## src/design/ostb_pkg.sv

```systemverilog
`default_nettype none
// ----------------------------------------------------------------------------
// ostb_pkg: shared types and constants of the one-shot timer bank
// Action codes, command and response words, and the control and status
// bundles between the bank and its timer cells.
// ----------------------------------------------------------------------------
package ostb_pkg;

  localparam int TIMER_COUNT_DEF = 8;
  localparam int COUNT_WIDTH_DEF = 32;
  localparam int MASK_WIDTH      = 8;
  localparam int INDEX_WIDTH     = 8;
  localparam int THRESH_WIDTH    = 32;

  typedef enum logic [2:0] {
    ACT_TICK   = 3'd0,
    ACT_CREATE = 3'd1,
    ACT_START  = 3'd2,
    ACT_STOP   = 3'd3,
    ACT_QUERY  = 3'd4
  } action_t;

  typedef struct packed {
    logic [2:0]              action;
    logic [INDEX_WIDTH-1:0]  timer_index;
    logic [THRESH_WIDTH-1:0] threshold;
    logic                    has_callback;
  } cmd_word_t;

  typedef struct packed {
    logic                  ok;
    logic                  is_timed_out;
    logic                  enable_flag;
    logic [MASK_WIDTH-1:0] expired_mask;
    logic [MASK_WIDTH-1:0] notify_mask;
  } rsp_word_t;

  typedef struct packed {
    logic tick;
    logic create;
    logic start;
    logic stop;
    logic sel;
  } cell_ctrl_t;

  typedef struct packed {
    logic expire;
    logic notify;
    logic enabled;
    logic timed_out;
  } cell_stat_t;

endpackage : ostb_pkg
`default_nettype wire

```

## src/design/ostb_timer.sv

```systemverilog
`default_nettype none
// ----------------------------------------------------------------------------
// ostb_timer: one timer cell
// Holds counter, threshold and flags of one timer; reports the flags it takes
// on for the current word and whether it expires on a tick.
// ----------------------------------------------------------------------------
module ostb_timer
  import ostb_pkg::*;
#(
  parameter int COUNT_WIDTH = COUNT_WIDTH_DEF
) (
  input  wire logic                    clk,
  input  wire logic                    rst,
  input  wire logic                    take,
  input  wire cell_ctrl_t              ctrl,
  input  wire logic [THRESH_WIDTH-1:0] threshold,
  input  wire logic                    has_callback,
  output cell_stat_t                   stat
);

  logic [COUNT_WIDTH-1:0] count;
  logic [COUNT_WIDTH-1:0] count_next;
  logic [COUNT_WIDTH-1:0] thresh;
  logic [COUNT_WIDTH-1:0] thresh_next;
  logic                   enabled;
  logic                   enabled_next;
  logic                   timed_out;
  logic                   timed_out_next;
  logic                   callback;
  logic                   callback_next;
  logic                   reached;

  assign reached = count >= thresh;

  always_comb begin
    count_next     = count;
    thresh_next    = thresh;
    enabled_next   = enabled;
    timed_out_next = timed_out;
    callback_next  = callback;
    if (ctrl.tick) begin
      if (enabled) begin
        if (reached) begin
          timed_out_next = 1'b1;
          enabled_next   = 1'b0;
        end else begin
          count_next = count + COUNT_WIDTH'(1);
        end
      end
    end else if (ctrl.sel) begin
      if (ctrl.create) begin
        enabled_next   = 1'b0;
        thresh_next    = COUNT_WIDTH'(threshold);
        count_next     = '0;
        timed_out_next = 1'b0;
        callback_next  = has_callback;
      end else if (ctrl.start) begin
        enabled_next = 1'b1;
      end else if (ctrl.stop) begin
        enabled_next = 1'b0;
      end
    end
  end

  assign stat.expire    = ctrl.tick && enabled && reached;
  assign stat.notify    = ctrl.tick && enabled && reached && callback;
  assign stat.enabled   = enabled_next;
  assign stat.timed_out = timed_out_next;

  always_ff @(posedge clk) begin
    if (rst) begin
      count     <= '0;
      thresh    <= '0;
      enabled   <= 1'b0;
      timed_out <= 1'b0;
      callback  <= 1'b0;
    end else if (take) begin
      count     <= count_next;
      thresh    <= thresh_next;
      enabled   <= enabled_next;
      timed_out <= timed_out_next;
      callback  <= callback_next;
    end
  end

endmodule : ostb_timer
`default_nettype wire

```

## src/design/ostb_rsp_reg.sv

```systemverilog
`default_nettype none
// ----------------------------------------------------------------------------
// ostb_rsp_reg: response register
// Holds one response word until it is taken; loads a new word on each
// accepted command.
// ----------------------------------------------------------------------------
module ostb_rsp_reg
  import ostb_pkg::*;
(
  input  wire logic      clk,
  input  wire logic      rst,
  input  wire logic      load,
  input  wire rsp_word_t rsp_next,
  output logic           rsp_valid,
  input  wire logic      rsp_stall,
  output rsp_word_t      rsp,
  output logic           busy
);

  assign busy = rsp_valid && rsp_stall;

  always_ff @(posedge clk) begin
    if (rst) begin
      rsp_valid <= 1'b0;
    end else if (load) begin
      rsp_valid <= 1'b1;
    end else if (!rsp_stall) begin
      rsp_valid <= 1'b0;
    end
  end

  always_ff @(posedge clk) begin
    if (load) begin
      rsp <= rsp_next;
    end
  end

endmodule : ostb_rsp_reg
`default_nettype wire

```

## src/design/one_shot_timer_bank.sv

```systemverilog
`default_nettype none
// ----------------------------------------------------------------------------
// one_shot_timer_bank: bank of one-shot timers
// Takes one command word (tick, create, start, stop, query) per cycle, unless
// the response register stalls, and returns one response word for each, in order.
// ----------------------------------------------------------------------------
// The response of each accepted command word is loaded into the response
// register at the edge that takes the word; a new word is accepted every cycle
// as long as the response register is not stalled. All TIMER_COUNT timers
// compare and increment side by side in their own cells on a tick, so the
// rate does not depend on the number of timers. Only timers 0 to 7 appear in
// the expired and notify masks; higher timers run but are not reported.
module one_shot_timer_bank
  import ostb_pkg::*;
#(
  parameter int TIMER_COUNT = TIMER_COUNT_DEF,
  parameter int COUNT_WIDTH = COUNT_WIDTH_DEF
) (
  input  wire logic      clk,
  input  wire logic      rst,
  input  wire logic      cmd_valid,
  output logic           cmd_stall,
  input  wire cmd_word_t cmd,
  output logic           rsp_valid,
  input  wire logic      rsp_stall,
  output rsp_word_t      rsp
);

  logic                   take;
  logic                   busy;
  logic                   is_tick;
  logic                   is_cmd;
  logic                   idx_ok;
  cell_ctrl_t             ctrl_base;
  cell_stat_t             stat     [TIMER_COUNT];
  logic [TIMER_COUNT-1:0] expire_vec;
  logic [TIMER_COUNT-1:0] notify_vec;
  logic [TIMER_COUNT-1:0] enabled_vec;
  logic [TIMER_COUNT-1:0] timed_out_vec;
  logic [MASK_WIDTH-1:0]  expired_mask;
  logic [MASK_WIDTH-1:0]  notify_mask;
  rsp_word_t              rsp_next;

  assign cmd_stall = busy;
  assign take      = cmd_valid && !busy;

  assign is_tick = cmd.action == ACT_TICK;
  assign is_cmd  = cmd.action == ACT_CREATE || cmd.action == ACT_START ||
                   cmd.action == ACT_STOP   || cmd.action == ACT_QUERY;
  assign idx_ok  = {1'b0, cmd.timer_index} < (INDEX_WIDTH + 1)'(TIMER_COUNT);

  assign ctrl_base.tick   = is_tick;
  assign ctrl_base.create = cmd.action == ACT_CREATE;
  assign ctrl_base.start  = cmd.action == ACT_START;
  assign ctrl_base.stop   = cmd.action == ACT_STOP;
  assign ctrl_base.sel    = 1'b0;

  for (genvar i = 0; i < TIMER_COUNT; i++) begin : g_timer
    cell_ctrl_t ctrl;

    always_comb begin
      ctrl     = ctrl_base;
      ctrl.sel = is_cmd && idx_ok && cmd.timer_index == INDEX_WIDTH'(i);
    end

    ostb_timer #(
      .COUNT_WIDTH (COUNT_WIDTH)
    ) u_timer (
      .clk          (clk),
      .rst          (rst),
      .take         (take),
      .ctrl         (ctrl),
      .threshold    (cmd.threshold),
      .has_callback (cmd.has_callback),
      .stat         (stat[i])
    );

    assign expire_vec[i]    = stat[i].expire;
    assign notify_vec[i]    = stat[i].notify;
    assign enabled_vec[i]   = ctrl.sel && stat[i].enabled;
    assign timed_out_vec[i] = ctrl.sel && stat[i].timed_out;
  end

  for (genvar b = 0; b < MASK_WIDTH; b++) begin : g_mask
    if (b < TIMER_COUNT) begin : g_shown
      assign expired_mask[b] = expire_vec[b];
      assign notify_mask[b]  = notify_vec[b];
    end else begin : g_absent
      assign expired_mask[b] = 1'b0;
      assign notify_mask[b]  = 1'b0;
    end
  end

  assign rsp_next.ok           = is_tick || (is_cmd && idx_ok);
  assign rsp_next.is_timed_out = |timed_out_vec;
  assign rsp_next.enable_flag  = |enabled_vec;
  assign rsp_next.expired_mask = expired_mask;
  assign rsp_next.notify_mask  = notify_mask;

  ostb_rsp_reg u_rsp_reg (
    .clk       (clk),
    .rst       (rst),
    .load      (take),
    .rsp_next  (rsp_next),
    .rsp_valid (rsp_valid),
    .rsp_stall (rsp_stall),
    .rsp       (rsp),
    .busy      (busy)
  );

`ifndef SYNTHESIS
  a_take_gives_rsp: assert property (@(posedge clk) disable iff (rst)
    take |=> rsp_valid)
    else $error("accepted word left no response");

  a_notify_subset: assert property (@(posedge clk) disable iff (rst)
    rsp_valid |-> (rsp.notify_mask & ~rsp.expired_mask) == '0)
    else $error("notify bit without expiry");

  a_flags_need_ok: assert property (@(posedge clk) disable iff (rst)
    rsp_valid && !rsp.ok |-> !rsp.enable_flag && !rsp.is_timed_out &&
                             rsp.expired_mask == '0)
    else $error("rejected word reports state");

  a_mask_only_tick: assert property (@(posedge clk) disable iff (rst)
    rsp_valid && rsp.expired_mask != '0 |-> rsp.ok && !rsp.enable_flag &&
                                            !rsp.is_timed_out)
    else $error("expiry mask on a non-tick word");

  a_hold_when_busy: assert property (@(posedge clk) disable iff (rst)
    busy |=> $stable(rsp))
    else $error("response changed while stalled");
`endif

endmodule : one_shot_timer_bank
`default_nettype wire

```

## config.mk

```make
export PLATFORM = sky130hd
export DESIGN_NAME = one_shot_timer_bank
export DESIGN_NICKNAME = d
export VERILOG_FILES = /design/src/design/ostb_pkg.sv /design/src/design/ostb_timer.sv /design/src/design/ostb_rsp_reg.sv /design/src/design/one_shot_timer_bank.sv
export SDC_FILE = /design/constraint.sdc
export NUM_CORES = 2
export LEC_CHECK = 0
export BUFFER_PORTS_ARGS = -buffer_cell sky130_fd_sc_hd__buf_2
export CELL_PAD_IN_SITES_DETAIL_PLACEMENT = 1
export CELL_PAD_IN_SITES_GLOBAL_PLACEMENT = 1
export CORE_UTILIZATION = 43
export DETAILED_ROUTE_END_ITERATION = 10
export PLACE_DENSITY_LB_ADDON = 0.1
export SLEW_MARGIN = 30
export SYNTH_ARGS = -nofsm -noshare
export SYNTH_HDL_FRONTEND = slang
export SYNTH_SLANG_ARGS = --single-unit
```

## constraint.sdc

```tcl
create_clock -name clk -period 3.5 [get_ports clk]
set_clock_uncertainty 0.15 [all_clocks]
set_input_delay 0.7 -clock clk [delete_from_list [all_inputs] [get_ports clk]]
set_output_delay 0.7 -clock clk [all_outputs]
set_load 0.02 [all_outputs]
```

==> metrics.md <==
| Metric | Value |
|---|---|
| Height of the die | `266 um` |
| Final slew viol count | `0` |
| I/O pin count | `69` |
| M1 GR Usage | `37.6%` |
| Outcome | `finished clean` |
| Synthesized area | `30000 um^2` |
| Synth async-reset ratio | `0%` |
| Core Area | `68800 um^2` |
| FF+latch count, synth | `556` |
| Root Driver | `clkbuf_16` |
| CTS sink count | `556` |
| Largest net degree at the start of global routing | `65` |
| Clk buf depth | `3` |
| Most common cell in the netlist | `nand2_1` |
| Hold Fails Final Rpt | `0` |
| Most common library cells after synthesis | `738 x nand2_1, 537 x dfxtp_1, 529 x a21oi_1, 324 x inv_1, 264 x ha_1` |
| Final Setup Violations | `0` |
| Worst IR drop on VDD | `0.298 mV` |
| Layout area overhead | `15.2%` |
| Clock latency on the worst-skew pair | `0.61 ns` |
| Ant. Diodes | `0` |
| Leak pwr | `12.4 nW` |
| Post-route setup slack | `0.171 ns` |
| Relative slew slack | `44.3%` |
| RSZ-0062 raised after global routing | `no` |
| Syn Nets | `4144` |
| Post-place setup slack | `-0.182 ns` |
| Drt drc | `0` |
| Finished Layout Cells | `4901` |
| Cell count after placement | `4770` |
| WP data required | `3.89 ns` |
| Worst Path Arrival | `3.72 ns` |
| GPL Wtd Cong | `0.895` |
| Syn_area_per_cell | `7.83 um^2` |
| Busiest grt layer | `met2` |
| Share of post-route cells with drive strength above 1 | `10.1%` |
| Row cnt | `96` |
| Crit path capture type | `flip-flop` |
| Post-DP HPWL | `72300 um` |
| Total GRT Usage | `29.3%` |
| Drt initial violations | `1673` |
| Main synth FF type | `dfxtp_1` |
| First-pass GRT wire length | `163000 um` |
| Die Area | `70900 um^2` |
| Min Tclk post-route | `3.33 ns` |
| Biggest area consumer among synthesized cells | `dfxtp_1` |
| DRT antenna net count | `0` |
| Met2 Use GR | `49.4%` |
| Fmax | `300 MHz` |
| Die width | `266 um` |
| Top post-synthesis cells by area | `dfxtp_1 36%, ha_1 11%, nand2_1 9.2%, a21oi_1 8.8%, inv_1 4.1%` |
| Worst Hold Class | `in2reg` |
| Final period utilization | `95.1%` |
| Syn Inst Count | `3832` |
| Sequential area share after synthesis | `37.7%` |
| GRT Residual Overflow | `0` |
| Area share of the largest cell type after synthesis | `35.8%` |
| Starting Density | `43.6%` |
| PwrDens | `410 nW/um^2` |
| Vias | `28500` |
| Max-Cap Viols | `0` |
| DR WL/cell | `21.5 um` |
| CTS tree | `done` |
| Vias per cell | `5.82` |
| Synth Warn # | `0` |
| Vias in the first global route | `29300` |
| Startpoint Class | `flip-flop` |
| Detailed Route WL | `105000 um` |
| Hold slack | `0.169 ns` |
| Final layout net count | `4229` |
| Fillers | `8356` |
| Antenna violations before repair | `4` |
| Slew @ Worst Pin | `0.833 ns` |
| Post-synth cell types | `77` |
| Port-buffer cells | `68` |
| Clock transition at path regs | `0.06 ns` |
| Worst Path Max Fanout | `14` |
| CTS Buf Count | `69` |
| Crit path kind | `reg2reg` |
| DR pass1 iterations | `5` |
| Power, Total | `14.2 mW` |
| EDFF count, synth | `19` |
| GR Util met3 | `3.90%` |
| H-tree levels | `3` |
==> registers in the layout, summed over array words and instances, names as in the netlist <==
| name | count |
|---|---|
| g_timer.u_timer.count | 256 |
| g_timer.u_timer.thresh | 256 |
| u_rsp_reg.rsp | 19 |
| g_timer.u_timer.callback | 8 |
| g_timer.u_timer.enabled | 8 |
| g_timer.u_timer.timed_out | 8 |
| u_rsp_reg.rsp_valid | 1 |
==> stage by stage <==
stage	TNS (ns)	utilization (%)	cell area, um^2
global route	0	50.2	34600
detailed placement	-4.70	46.7	32100
floorplan	0	-	30000
CTS	0	50.0	34400
global placement	-1.12	46.6	32100
finish	0	50.2	34600
==> cell type report <==
class                   instances  area [um^2]  share of cell area [%]
clock buffers                 104         2080                    6.02
clock inverters                20          198                   0.572
multi-input cells            2731        16700                    48.4
well taps                     931         1160                    3.37
repair buffers                235         1870                    5.40
flip-flops and latches        556        11300                    32.7
inverters                     324         1220                    3.52
==> worst max-delay path, stage by stage (launching register included) <==
cell and delay (ns):
dfxtp_1 0.33, inv_1 0.07, ha_1 0.26, nand2b_1 0.18, a2111oi_4 0.31, nor4_1 0.10, o311a_1 0.34, o311ai_2 0.24
buf_4 0.19, a31oi_4 0.18, clkbuf_16 0.25, or4b_1 0.51, a21oi_1 0.16
==> timing repair <==
item                                    in CTS  in global routing
endpoints found under the setup margin      29                 55
resized for setup                            4                 13
pin swaps                                    0                 10
hold buffers                                 0                  0
gates cloned                                 0                  3
setup buffers                                0                  5
==> path summary, 6_finish.rpt <==
check | startpoint | to | slack [ns] | depth (start not counted)
worst min-delay path | cmd_valid | u_rsp_reg.rsp_valid$_SDFFE_PP0P_ | 0.17 | 2
worst min register to register | g_timer[3].u_timer.callback$_SDFFE_PP0P_ | g_timer[3].u_timer.callback$_SDFFE_PP0P_ | 0.30 | 2
worst max-delay path | g_timer[3].u_timer.count[0]$_SDFFE_PP0P_ | g_timer[3].u_timer.count[26]$_SDFFE_PP0P_ | 0.17 | 12
worst max register to register | g_timer[3].u_timer.count[0]$_SDFFE_PP0P_ | g_timer[3].u_timer.count[26]$_SDFFE_PP0P_ | 0.17 | 12
==> power by group <==
group          internal (mW)  total (mW)  switching [mW]
sequential              6.37        6.38         0.00558
clock                   4.33        7.24            2.91
combinational          0.120       0.577           0.458
total                   10.8        14.2            3.37
==> layer usage <==
layer / vias to the layer above / wire (um) / share of wire, %
met2: 568 / 49300 / 47
met1: 14100 / 46800 / 45
met5: - / 13 / 0.012
met4: 2 / 4570 / 4.3
li1: 13600 / - / -
met3: 194 / 4380 / 4.2
==> cell families after synthesis <==
logic type | after synthesis | synth area share, %
AOI/OAI and AO/OA | 942 | 18.7
adders and majority gates | 264 | 11.0
muxes | 26 | 0.871
and+or+nand+nor | 1455 | 23.4
buffers and inverters | 545 | 7.02
xor gates and xnor gates | 44 | 1.28
DFF | 556 | 37.7
==> cells in the final DEF, fill, tap and decap left out, types with 13 or more instances in the layout <==
cell | synthesis | routed
a211oi_1 | 14 | 13
a21o_1 | 39 | 39
a21oi_1 | 529 | 526
and2_1 | 31 | 31
and3_1 | 46 | 46
and4_1 | 25 | 25
buf_12 | 0 | 15
buf_2 | 8 | 67
buf_4 | 0 | 147
clkbuf_1 | 173 | 15
clkbuf_16 | 0 | 74
clkbuf_8 | 0 | 18
dfxtp_1 | 537 | 536
edfxtp_1 | 19 | 19
ha_1 | 264 | 264
inv_1 | 324 | 323
mux2i_1 | 25 | 25
nand2_1 | 738 | 738
nand2b_1 | 39 | 39
nand3_1 | 87 | 87
nand4_1 | 98 | 98
nor2_1 | 123 | 117
nor3_1 | 40 | 37
nor4_1 | 29 | 27
o2111ai_1 | 26 | 26
o211ai_1 | 23 | 23
o21ai_0 | 120 | 118
o31ai_1 | 76 | 75
or3_1 | 80 | 80
or4_1 | 84 | 83
xor2_1 | 32 | 32
Note: power is estimated with default switching activity, not from simulation.
